--- src/design/ecs_pkg.sv ---
// ----------------------------------------------------------------------------
// Engine crank sequencer package
// Shared types, register indexes, phase and outcome codes, and timer sizing.
// ----------------------------------------------------------------------------
package ecs_pkg;

    // Width of the millisecond elapsed counter (valid range 12 to 32).
    localparam int TIMER_BITS = 16;
    localparam int CFG_W      = 16;
    localparam int SPEED_W    = 16;
    localparam int CFG_IDX_W  = 8;
    localparam int CMP_W      = (TIMER_BITS > CFG_W) ? TIMER_BITS : CFG_W;

    localparam logic [TIMER_BITS-1:0] TIMER_FULL = {TIMER_BITS{1'b1}};

    // Register indexes on the configuration port.
    localparam logic [CFG_IDX_W-1:0] REG_PRIME_TIME  = CFG_IDX_W'(0);
    localparam logic [CFG_IDX_W-1:0] REG_CRANK_LIMIT = CFG_IDX_W'(1);
    localparam logic [CFG_IDX_W-1:0] REG_SETTLE_TIME = CFG_IDX_W'(2);
    localparam logic [CFG_IDX_W-1:0] REG_RUN_SPEED   = CFG_IDX_W'(3);

    // Register reset values.
    localparam logic [CFG_W-1:0] PRIME_TIME_RST  = CFG_W'(2000);
    localparam logic [CFG_W-1:0] CRANK_LIMIT_RST = CFG_W'(3500);
    localparam logic [CFG_W-1:0] SETTLE_TIME_RST = CFG_W'(500);
    localparam logic [CFG_W-1:0] RUN_SPEED_RST   = CFG_W'(500);

    // Operation codes of an input beat.
    localparam logic OP_TICK  = 1'b0;
    localparam logic OP_START = 1'b1;

    // Sequence phases.
    localparam logic [1:0] PH_IDLE   = 2'd0;
    localparam logic [1:0] PH_PRIME  = 2'd1;
    localparam logic [1:0] PH_CRANK  = 2'd2;
    localparam logic [1:0] PH_SETTLE = 2'd3;

    // Outcome codes.
    localparam logic [1:0] OUT_NEVER   = 2'd0;
    localparam logic [1:0] OUT_BUSY    = 2'd1;
    localparam logic [1:0] OUT_STARTED = 2'd2;
    localparam logic [1:0] OUT_TIMEOUT = 2'd3;

    typedef struct packed {
        logic [CFG_W-1:0] prime_time_ms;
        logic [CFG_W-1:0] crank_limit_ms;
        logic [CFG_W-1:0] settle_time_ms;
        logic [CFG_W-1:0] run_speed_rpm;
    } cfg_t;

    typedef struct packed {
        logic       ignition_main;
        logic       ignition_aux;
        logic       starter_on;
        logic [1:0] outcome;
    } result_t;

endpackage

--- src/design/ecs_if.sv ---
// ----------------------------------------------------------------------------
// Engine crank sequencer channel interfaces
// Valid/ready channels for command beats in and relay result beats out.
// ----------------------------------------------------------------------------
interface ecs_cmd_if;
    logic                       valid;
    logic                       ready;
    logic                       operation;
    logic [ecs_pkg::SPEED_W-1:0] engine_speed;

    modport source (output valid, output operation, output engine_speed, input ready);
    modport sink   (input valid, input operation, input engine_speed, output ready);
endinterface

interface ecs_rsp_if;
    logic       valid;
    logic       ready;
    logic       ignition_main;
    logic       ignition_aux;
    logic       starter_on;
    logic [1:0] outcome;

    modport source (output valid, output ignition_main, output ignition_aux,
                    output starter_on, output outcome, input ready);
    modport sink   (input valid, input ignition_main, input ignition_aux,
                    input starter_on, input outcome, output ready);
endinterface

--- src/design/engine_crank_sequencer_core.sv ---
// ----------------------------------------------------------------------------
// Engine crank sequencer core
// Start sequence for ignition and starter relays, stepped by millisecond
// ticks that carry an engine speed sample.
// ----------------------------------------------------------------------------
//
//   Channel   Dir   Handshake          Payload
//   cmd       in    valid / ready      operation, engine_speed
//   rsp       out   valid / ready      ignition_main, ignition_aux,
//                                      starter_on, outcome
//   cfg       in    cfg_we only        cfg_index, cfg_wdata
//
// Every command beat produces exactly one result beat, in the cycle after
// it is accepted. The phase update is only compares and a counter
// increment, so a new beat can be taken in every cycle; the one-entry
// result register sets the throughput at one beat per cycle while the sink
// keeps up. cmd.ready is low only while a result waits in the register and
// the sink is not taking it this cycle. Reset puts the sequence in idle with
// the registers at their default timing and no result pending.
//
// A start request moves an idle sequence into the prime phase with both
// ignition relays on. Ticks then count up the prime time, after which the
// second ignition relay drops and the starter runs. During cranking each
// tick compares the engine speed with the run threshold; reaching it stops
// the starter and begins the settle wait, after which both ignitions are on
// again. If the crank limit runs out first, every relay is cut and the
// outcome reports a timeout. Start requests during a sequence do nothing.
// Configuration writes take effect on the next beat.
//
module engine_crank_sequencer_core (
    input  logic                          clk,
    input  logic                          rst_n,
    ecs_cmd_if.sink                       cmd,
    ecs_rsp_if.source                     rsp,
    input  logic                          cfg_we,
    input  logic [ecs_pkg::CFG_IDX_W-1:0] cfg_index,
    input  logic [ecs_pkg::CFG_W-1:0]     cfg_wdata
);

    ecs_pkg::cfg_t    cfg;
    ecs_pkg::result_t seq_result;
    ecs_pkg::result_t rsp_data;
    logic             can_load;
    logic             cmd_beat;

    // A command beat completes when the result register has room for it.
    assign cmd.ready = can_load;
    assign cmd_beat  = cmd.valid && can_load;

    ecs_cfg_regs u_cfg_regs (
        .clk       (clk),
        .rst_n     (rst_n),
        .cfg_we    (cfg_we),
        .cfg_index (cfg_index),
        .cfg_wdata (cfg_wdata),
        .cfg       (cfg)
    );

    // Phase state advances on the beat itself; the relay drive it computes
    // for the new state lands in the result register on the same edge.
    ecs_seq u_seq (
        .clk          (clk),
        .rst_n        (rst_n),
        .beat         (cmd_beat),
        .operation    (cmd.operation),
        .engine_speed (cmd.engine_speed),
        .cfg          (cfg),
        .result       (seq_result)
    );

    ecs_out_stage u_out_stage (
        .clk      (clk),
        .rst_n    (rst_n),
        .load     (cmd_beat),
        .result   (seq_result),
        .take     (rsp.ready),
        .can_load (can_load),
        .valid    (rsp.valid),
        .data     (rsp_data)
    );

    assign rsp.ignition_main = rsp_data.ignition_main;
    assign rsp.ignition_aux  = rsp_data.ignition_aux;
    assign rsp.starter_on    = rsp_data.starter_on;
    assign rsp.outcome       = rsp_data.outcome;

endmodule

--- src/design/ecs_cfg_regs.sv ---
// ----------------------------------------------------------------------------
// Engine crank sequencer configuration registers
// Four 16-bit timing and speed registers behind a plain write port.
// ----------------------------------------------------------------------------
module ecs_cfg_regs (
    input  logic                          clk,
    input  logic                          rst_n,
    input  logic                          cfg_we,
    input  logic [ecs_pkg::CFG_IDX_W-1:0] cfg_index,
    input  logic [ecs_pkg::CFG_W-1:0]     cfg_wdata,
    output ecs_pkg::cfg_t                 cfg
);

    ecs_pkg::cfg_t cfg_reg;
    ecs_pkg::cfg_t cfg_next;

    always_comb
    begin
        cfg_next = cfg_reg;
        if (cfg_we)
        begin
            case (cfg_index)
                ecs_pkg::REG_PRIME_TIME:  cfg_next.prime_time_ms  = cfg_wdata;
                ecs_pkg::REG_CRANK_LIMIT: cfg_next.crank_limit_ms = cfg_wdata;
                ecs_pkg::REG_SETTLE_TIME: cfg_next.settle_time_ms = cfg_wdata;
                ecs_pkg::REG_RUN_SPEED:   cfg_next.run_speed_rpm  = cfg_wdata;
                default:                  cfg_next = cfg_reg;
            endcase
        end
    end

    always_ff @(posedge clk or negedge rst_n)
    begin
        if (!rst_n)
        begin
            cfg_reg.prime_time_ms  <= ecs_pkg::PRIME_TIME_RST;
            cfg_reg.crank_limit_ms <= ecs_pkg::CRANK_LIMIT_RST;
            cfg_reg.settle_time_ms <= ecs_pkg::SETTLE_TIME_RST;
            cfg_reg.run_speed_rpm  <= ecs_pkg::RUN_SPEED_RST;
        end
        else
        begin
            cfg_reg <= cfg_next;
        end
    end

    assign cfg = cfg_reg;

endmodule

--- src/design/ecs_seq.sv ---
// ----------------------------------------------------------------------------
// Engine crank sequencer phase logic
// Phase, elapsed counter and last outcome, updated once per accepted beat.
// ----------------------------------------------------------------------------
module ecs_seq (
    input  logic                        clk,
    input  logic                        rst_n,
    input  logic                        beat,
    input  logic                        operation,
    input  logic [ecs_pkg::SPEED_W-1:0] engine_speed,
    input  ecs_pkg::cfg_t               cfg,
    output ecs_pkg::result_t            result
);

    logic [1:0]                     phase_reg;
    logic [1:0]                     phase_next;
    logic [ecs_pkg::TIMER_BITS-1:0] elapsed_reg;
    logic [ecs_pkg::TIMER_BITS-1:0] elapsed_next;
    logic [1:0]                     last_outcome_reg;
    logic [1:0]                     last_outcome_next;

    logic [ecs_pkg::TIMER_BITS-1:0] elapsed_inc;
    logic [ecs_pkg::CFG_W-1:0]      limit;
    logic                           wait_done;
    logic                           running;

    // Saturating count and the end-of-wait check shared by all three waits.
    assign elapsed_inc = (elapsed_reg == ecs_pkg::TIMER_FULL) ?
                         elapsed_reg : elapsed_reg + 1'b1;

    always_comb
    begin
        case (phase_reg)
            ecs_pkg::PH_PRIME:  limit = cfg.prime_time_ms;
            ecs_pkg::PH_CRANK:  limit = cfg.crank_limit_ms;
            default:            limit = cfg.settle_time_ms;
        endcase
    end

    assign wait_done = (ecs_pkg::CMP_W'(elapsed_inc) >= ecs_pkg::CMP_W'(limit)) ||
                       (elapsed_inc == ecs_pkg::TIMER_FULL);
    assign running   = (engine_speed >= cfg.run_speed_rpm);

    always_comb
    begin
        phase_next        = phase_reg;
        elapsed_next      = elapsed_reg;
        last_outcome_next = last_outcome_reg;
        if (operation == ecs_pkg::OP_START)
        begin
            if (phase_reg == ecs_pkg::PH_IDLE)
            begin
                phase_next   = ecs_pkg::PH_PRIME;
                elapsed_next = '0;
            end
        end
        else
        begin
            case (phase_reg)
                ecs_pkg::PH_PRIME:
                begin
                    elapsed_next = elapsed_inc;
                    if (wait_done)
                    begin
                        phase_next   = ecs_pkg::PH_CRANK;
                        elapsed_next = '0;
                    end
                end
                ecs_pkg::PH_CRANK:
                begin
                    if (running)
                    begin
                        phase_next   = ecs_pkg::PH_SETTLE;
                        elapsed_next = '0;
                    end
                    else if (wait_done)
                    begin
                        phase_next        = ecs_pkg::PH_IDLE;
                        elapsed_next      = '0;
                        last_outcome_next = ecs_pkg::OUT_TIMEOUT;
                    end
                    else
                    begin
                        elapsed_next = elapsed_inc;
                    end
                end
                ecs_pkg::PH_SETTLE:
                begin
                    elapsed_next = elapsed_inc;
                    if (wait_done)
                    begin
                        phase_next        = ecs_pkg::PH_IDLE;
                        elapsed_next      = '0;
                        last_outcome_next = ecs_pkg::OUT_STARTED;
                    end
                end
                default:
                begin
                    phase_next = ecs_pkg::PH_IDLE;
                end
            endcase
        end
    end

    always_ff @(posedge clk or negedge rst_n)
    begin
        if (!rst_n)
        begin
            phase_reg        <= ecs_pkg::PH_IDLE;
            elapsed_reg      <= '0;
            last_outcome_reg <= ecs_pkg::OUT_NEVER;
        end
        else if (beat)
        begin
            phase_reg        <= phase_next;
            elapsed_reg      <= elapsed_next;
            last_outcome_reg <= last_outcome_next;
        end
    end

    // Relay drive for the state after this beat.
    always_comb
    begin
        case (phase_next)
            ecs_pkg::PH_PRIME:
                result = '{1'b1, 1'b1, 1'b0, ecs_pkg::OUT_BUSY};
            ecs_pkg::PH_CRANK:
                result = '{1'b1, 1'b0, 1'b1, ecs_pkg::OUT_BUSY};
            ecs_pkg::PH_SETTLE:
                result = '{1'b1, 1'b0, 1'b0, ecs_pkg::OUT_BUSY};
            default:
            begin
                result.ignition_main = (last_outcome_next == ecs_pkg::OUT_STARTED);
                result.ignition_aux  = (last_outcome_next == ecs_pkg::OUT_STARTED);
                result.starter_on    = 1'b0;
                result.outcome       = last_outcome_next;
            end
        endcase
    end

endmodule

--- src/design/ecs_out_stage.sv ---
// ----------------------------------------------------------------------------
// Engine crank sequencer result stage
// One-entry result register that decouples the input side from the sink.
// ----------------------------------------------------------------------------
module ecs_out_stage (
    input  logic             clk,
    input  logic             rst_n,
    input  logic             load,
    input  ecs_pkg::result_t result,
    input  logic             take,
    output logic             can_load,
    output logic             valid,
    output ecs_pkg::result_t data
);

    logic             valid_reg;
    logic             valid_next;
    ecs_pkg::result_t data_reg;

    assign can_load   = !valid_reg || take;
    assign valid_next = load || (valid_reg && !take);

    always_ff @(posedge clk or negedge rst_n)
    begin
        if (!rst_n)
        begin
            valid_reg <= 1'b0;
        end
        else
        begin
            valid_reg <= valid_next;
        end
    end

    always_ff @(posedge clk)
    begin
        if (load)
        begin
            data_reg <= result;
        end
    end

    assign valid = valid_reg;
    assign data  = data_reg;

endmodule

--- src/flat_wrapper.sv ---
// flat-port wrapper written by rule: the top's interface ports become plain ports
module engine_crank_sequencer_core_flat 
  (clk, rst_n, cfg_we, cfg_index, cfg_wdata, cmd_valid, cmd_operation, cmd_engine_speed, cmd_ready, rsp_valid, rsp_ignition_main, rsp_ignition_aux, rsp_starter_on, rsp_outcome, rsp_ready);
  ecs_cmd_if cmd_i ();
  ecs_rsp_if rsp_i ();
  input  logic clk;
  input  logic rst_n;
  input  logic cfg_we;
  input  logic [ecs_pkg::CFG_IDX_W-1:0] cfg_index;
  input  logic [ecs_pkg::CFG_W-1:0] cfg_wdata;
  input wire logic [$bits(cmd_i.valid)-1:0] cmd_valid;
  input wire logic [$bits(cmd_i.operation)-1:0] cmd_operation;
  input wire logic [$bits(cmd_i.engine_speed)-1:0] cmd_engine_speed;
  output wire logic [$bits(cmd_i.ready)-1:0] cmd_ready;
  output wire logic [$bits(rsp_i.valid)-1:0] rsp_valid;
  output wire logic [$bits(rsp_i.ignition_main)-1:0] rsp_ignition_main;
  output wire logic [$bits(rsp_i.ignition_aux)-1:0] rsp_ignition_aux;
  output wire logic [$bits(rsp_i.starter_on)-1:0] rsp_starter_on;
  output wire logic [$bits(rsp_i.outcome)-1:0] rsp_outcome;
  input wire logic [$bits(rsp_i.ready)-1:0] rsp_ready;
  assign cmd_i.valid = cmd_valid;
  assign cmd_i.operation = cmd_operation;
  assign cmd_i.engine_speed = cmd_engine_speed;
  assign cmd_ready = cmd_i.ready;
  assign rsp_valid = rsp_i.valid;
  assign rsp_ignition_main = rsp_i.ignition_main;
  assign rsp_ignition_aux = rsp_i.ignition_aux;
  assign rsp_starter_on = rsp_i.starter_on;
  assign rsp_outcome = rsp_i.outcome;
  assign rsp_i.ready = rsp_ready;
  engine_crank_sequencer_core u_core (.clk(clk), .rst_n(rst_n), .cmd(cmd_i), .rsp(rsp_i), .cfg_we(cfg_we), .cfg_index(cfg_index), .cfg_wdata(cfg_wdata));
endmodule
--- config.mk ---
export PLATFORM = sky130hd
export DESIGN_NAME = engine_crank_sequencer_core_flat
export DESIGN_NICKNAME = d
export VERILOG_FILES = /design/src/design/ecs_pkg.sv /design/src/design/ecs_if.sv /design/src/design/engine_crank_sequencer_core.sv /design/src/design/ecs_cfg_regs.sv /design/src/design/ecs_seq.sv /design/src/design/ecs_out_stage.sv /design/src/flat_wrapper.sv
export SDC_FILE = /design/constraint.sdc
export NUM_CORES = 1
export LEC_CHECK = 0
export ABC_AREA = 1
export BUFFER_PORTS_ARGS = -buffer_cell sky130_fd_sc_hd__buf_2
export CAP_MARGIN = 20
export CORE_ASPECT_RATIO = 0.7
export CORE_MARGIN = 5
export CORE_UTILIZATION = 25
export CTS_BUF_LIST = sky130_fd_sc_hd__clkbuf_16
export DETAILED_ROUTE_END_ITERATION = 8
export HOLD_SLACK_MARGIN = 0.1
export SLEW_MARGIN = 20
export SYNTH_ARGS = -nofsm -noshare
export SYNTH_HDL_FRONTEND = slang
export SYNTH_SLANG_ARGS = --single-unit
export TNS_END_PERCENT = 5
--- constraint.sdc ---
create_clock -name clk -period 7.2 [get_ports clk]
set_input_delay 1.8 -clock clk [delete_from_list [all_inputs] [get_ports clk]]
set_output_delay 1.8 -clock clk [all_outputs]
set_load 0.02 [all_outputs]
# ---- After elaboration in Yosys (flattened, before gate mapping)
# Index checks and enable logic that the tools add are counted.
# W data, S select, Z words.
dict set report word_totals {
  ff_bits 90
  inputBits 46
  out_inout_bits 7
  elab_cells 63
}
dict set report op_classes {
  addsub 1
  n_lt_le_gt_ge 2
  n_eq_ne 13
  n_mux 19
  reduce_logical 16
}
# operator n
set ops {}
lappend ops {{$mux W16} 5}
lappend ops {{$pmux W16 S2} 2}
lappend ops {{$eq A16 B16 Y1 const B} 2}
lappend ops {{$ge A16 B16 Y1} 2}
lappend ops {{$mux W2} 9}
lappend ops {{$add A16 B1 Y16 const B} 1}
lappend ops {{$eq A8 B2 Y1 const B} 2}
lappend ops {{$pmux W5 S3} 1}
lappend ops {{$eq A2 B2 Y1 const B} 5}
lappend ops {{$eq A8 B1 Y1 const B} 1}
lappend ops {{$logic_not A8 Y1} 1}
lappend ops {{$reduce_and A2 Y1} 4}
lappend ops {{$pmux W2 S3} 1}
lappend ops {{$eq A2 B1 Y1 const B} 2}
lappend ops {{$pmux W2 S2} 1}
lappend ops {{$logic_or A1 B1 Y1} 3}
lappend ops {{$reduce_and A3 Y1} 1}
lappend ops {{$reduce_bool A3 Y1} 1}
lappend ops {{$logic_and A1 B1 Y1} 2}
lappend ops {{$logic_not A1 Y1} 2}
lappend ops {{$logic_not A2 Y1} 1}
lappend ops {{$ne A2 B1 Y1 const B} 1}
lappend ops {{$reduce_or A2 Y1} 1}

# ---- Longest topological paths before layout
dict set report logic_depth {
  depth_word 10
  mapped_depth 26
  depth_no_buf 26
}

# ---- Modules after synthesis
# A second synthesis with hierarchy kept.
dict set report hier_totals {
  cells_unflattened 737
  area_unflattened_um2 5768.0
}
# module instances cells_each area_each_um2 seq_area_each_um2
set by_module_without_submodules {}
lappend by_module_without_submodules {ecs_cfg_regs 1 295 2815.2 1632.8}
lappend by_module_without_submodules {ecs_seq 1 430 2750.1 500.5}
lappend by_module_without_submodules {ecs_out_stage 1 10 195.2 175.2}
lappend by_module_without_submodules {engine_crank_sequencer_core 1 2 7.5 0.0}

# ---- Least setup slack after synthesis
# OpenSTA, ideal clock, no wires.
dict set report synth_path {
  kind {input port to output port}
  startpoint {in rsp_ready}
  endpoint {out cmd_ready}
  arrival_time_ps 1995
  t_required_ps 5400
  slack_ps 3405
  path_stages 2
  path_buffers 0
  path_cell_list {inv_1 > nand2_1}
}
dict set report synth_via {
  elab_chain_len 1
}
# element line
set synth_rtl {}
lappend synth_rtl {{start, declared} flat_wrapper.sv:20} ;# input wire logic [$bits(rsp_i.ready)-1:0] rsp_ready;
lappend synth_rtl {{$logic_or A1 B1 Y1} ecs_out_stage.sv:20} ;# assign can_load = !valid_reg || take;
lappend synth_rtl {{end, declared} flat_wrapper.sv:14} ;# output wire logic [$bits(cmd_i.ready)-1:0] cmd_ready;
# No other way between the ends.

==> flow_summary.json <==
{
  "outcome": "finished clean",
  "combPwrFrac": 0.259,
  "ys_types": 40,
  "path_class": "reg2reg",
  "clk_latency_ps": 350,
  "synth_simple_gate_area_frac": 0.215,
  "grt_pass1_wl_um": 22100,
  "pin_count": 53,
  "postCtsSetupRepairBufs": 0,
  "grt_setup_unrepaired": "false",
  "path_clk_slew_ps": 70,
  "peakVddDrop_v": 0.000115,
  "core_um2": 21500,
  "clockBufferDepth": 2,
  "totalWireLength_um": 13300,
  "power_density_nw_per_um2": 224,
  "power.leakage_uw": 0.00282,
  "worst_slew_pin_slew_ps": 1010,
  "synth_top_area_share": 0.278,
  "synth_edf_count": 5,
  "cpPeakStageDelay_ps": 680,
  "cts_tree": "built",
  "grt_max_degree": 72,
  "initial_core_util": 0.251,
  "track_usage": 0.111,
  "syn_inst": 678,
  "cp_cell_sequence": "inv_1 -> ha_1 -> inv_1 -> a221o_1 -> o21ai_0 -> ha_1 -> a21oi_1 -> o21ai_0 -> nor2_1 -> nand2_1 -> a21oi_1 -> nand2_2 -> nand2_1 -> nand2_1 -> nand2_1 -> nand2_1 -> nand2_1 -> nand2_2 -> and2_1",
  "synthAdderAreaFrac": 0.0859,
  "end_kind": "flip-flop",
  "min_path_type": "reg2reg",
  "fillers": 2282,
  "required_ps": 7300,
  "globalplace.congestion": 0.863,
  "fin_nets": 804,
  "cp.arrival_ps": 4340,
  "crit_fanout": 17,
  "die_w_um": 186,
  "setup_viol": 0,
  "start_kind": "flip-flop",
  "crit_family": "compound AO/OA/AOI/OAI gates",
  "p_sw_uw": 471,
  "yosys_warnings": 0,
  "largest_reg_flops": 64,
  "cts-buffers-inserted": 9,
  "max_freq_mhz": 236,
  "dpl.hpwl_um": 9890,
  "syn_avg_cell_area_um2": 7.95,
  "synth_area_leader_cell": "dfrtp_1",
  "die_h_um": 133,
  "synth_most_common_cell": "nand2_1",
  "area_delta_synth_final_pct": 15.0,
  "hold_viol_final": 0,
  "grt_pass1_vias": 4231,
  "p_int_uw": 918,
  "synth_top_family_by_area": "simple AND/OR/NAND/NOR gates",
  "cts_root_buf": "clkbuf_16",
  "path_depth": 19,
  "ctsHoldBuffers": 0,
  "fin_skew_ps": 8.91,
  "port_buffers": 52,
  "synth_mux_area_frac": 0,
  "period_minus_slack_ps": 4240,
  "min_path_cells": 2,
  "drive_gt1_frac": 0.179,
  "ctsResizeCount": 0,
  "via_per_inst": 4.52,
  "rows": 45,
  "synth_area_leaders": "dfrtp_1 28%, nand2_1 13%, dfstp_2 12%, ha_1 8.6%, o21ai_0 8.5%",
  "drt_iter0_markers": 314,
  "postRouteAntennaNets": 0,
  "synthTopCellsByCount": "181 x nand2_1, 92 x inv_1, 92 x o21ai_0, 60 x dfrtp_1, 37 x ha_1",
  "p_sw_frac": 0.339,
  "vias": 4554,
  "drc": 0,
  "power_frac_seq": 0.417,
  "die-area_um2": 24600,
  "synth-compound-area-share": 0.181,
  "critPathMostFrequentCell": "nand2_1",
  "cap_violations": 0,
  "synth-seq-cells": 90,
  "yosys.area_share.xor_xnor": 0.00487,
  "slowest_stage": "ha_1",
  "antenna_found_initial": 0,
  "yosysSeqAreaShare": 0.428,
  "syn-num-nets": 761,
  "async_flop_share": 0.944,
  "rr_worst_depth": 19,
  "grt_overflow": 0,
  "finalSetupTns_ps": 0,
  "worst-path-buf-inv": 2,
  "slew_viol_final": 0,
  "relSlewSlack": 0.328,
  "clkPwrFrac": 0.324,
  "antenna-diode-count": 0,
  "wl_per_cell_um": 13.2,
  "cts_max_level": 3,
  "p_total_uw": 1390,
  "drt_first_pass_iters": 5,
  "period_share": 0.589,
  "cts.sinks": 90,
  "synthFlopType": "dfrtp_1",
  "syn_area_um2": 5390
}
## layout by cell type (no fill, tap or decap), drive strengths merged
cell type	netlist	routed
nand2	188	188
o21ai	99	99
inv	93	97
dfrtp	60	60
buf	6	55
ha	37	37
nor2	36	36
a21oi	32	32
nand3	27	27
dfstp	25	25
o2bb2ai	12	12
o22ai	12	12
nand4	10	10
clkbuf	17	9
edfxtp	5	5
a221o	4	4
nor3	3	3
xor2	2	2
clkinvlp	0	2
clkinv	1	2
xnor2	1	1
o21a	1	1
o21bai	1	1
and2	1	1
or2	1	1
or4	1	1
nor3b	1	1
nor4	1	1
o31ai	1	1
## metrics by stage
stage	instance area [um2]	instances	util	setup WS [ps]	hold WS, ps
final	6200	1008	0.289	2960	485
after global routing	6200	1008	0.289	2450	500
after CTS	6200	1008	0.289	2980	491
after detailed placement	5930	992	0.276	3000	474
after global placement	5930	992	0.276	3070	469
after floorplan	5390	678	-	3400	448
## final cells by class
| type | count | area (um2) | share of cell area |
|---|---|---|---|
| well taps | 282 | 353 | 0.0569 |
| clock inverters | 7 | 51.3 | 0.00827 |
| clock buffers | 9 | 225 | 0.0363 |
| multi-input cells | 471 | 2630 | 0.423 |
| inverters | 94 | 354 | 0.0571 |
| flip-flops and latches | 90 | 2310 | 0.372 |
| repair buffers | 55 | 285 | 0.0460 |
## worst register-to-register path, delay by kind of cell, from the launching register on
family                     cells  cell delay, ps
AOI/OAI and AO/OA              5            1050
adders and majority gates      2             970
buffers and inverters          2             540
DFF                            1             440
and+or+nand+nor               10             990
## worst paths after layout
| kind | startpoint | end | slack (ps) |
|---|---|---|---|
| worst max-delay path | u_core.u_seq.phase_reg[1] | u_core.u_out_stage.data[1] | 2960 |
| worst min-delay path | u_core.u_cfg_regs.cfg[14] | u_core.u_cfg_regs.cfg[14] | 480 |
| worst max register to register | u_core.u_seq.phase_reg[1] | u_core.u_out_stage.data[1] | 2960 |
| worst min register to register | u_core.u_cfg_regs.cfg[14] | u_core.u_cfg_regs.cfg[14] | 480 |
| max in group asynchronous | rst_n | u_core.u_cfg_regs.cfg[38] | 4720 |
| min in group asynchronous | rst_n | u_core.u_seq.elapsed_reg[9] | 1310 |
## metal layers
layer	vias to the layer above	share of wire	track usage
met5	-	0	0
met4	0	0.011	0.0289
met3	12	0.036	0.0228
met2	78	0.40	0.149
met1	2141	0.55	0.177
li1	2323	-	-
## power by group through the flow
| stage | clock, uW | combinational, uW | sequential (uW) |
|---|---|---|---|
| global route | 483 | 420 | 583 |
| floorplan | 0 | 257 | 585 |
| finish | 450 | 360 | 579 |
| global placement | 0 | 357 | 587 |
| CTS | 463 | 364 | 579 |
| detailed placement | 0 | 363 | 587 |
## cell families (layout without fill, tap and decap cells)
group                    count (synthesis)  in the layout
AO/OA/AOI/OAI                          162            162
AND/OR/NAND/NOR                        269            269
XOR/XNOR                                 3              3
flip-flops                              90             90
buffers and inverters                  117            165
adder cells (fa/ha/maj)                 37             37
Power figures use the tool's default switching activity.
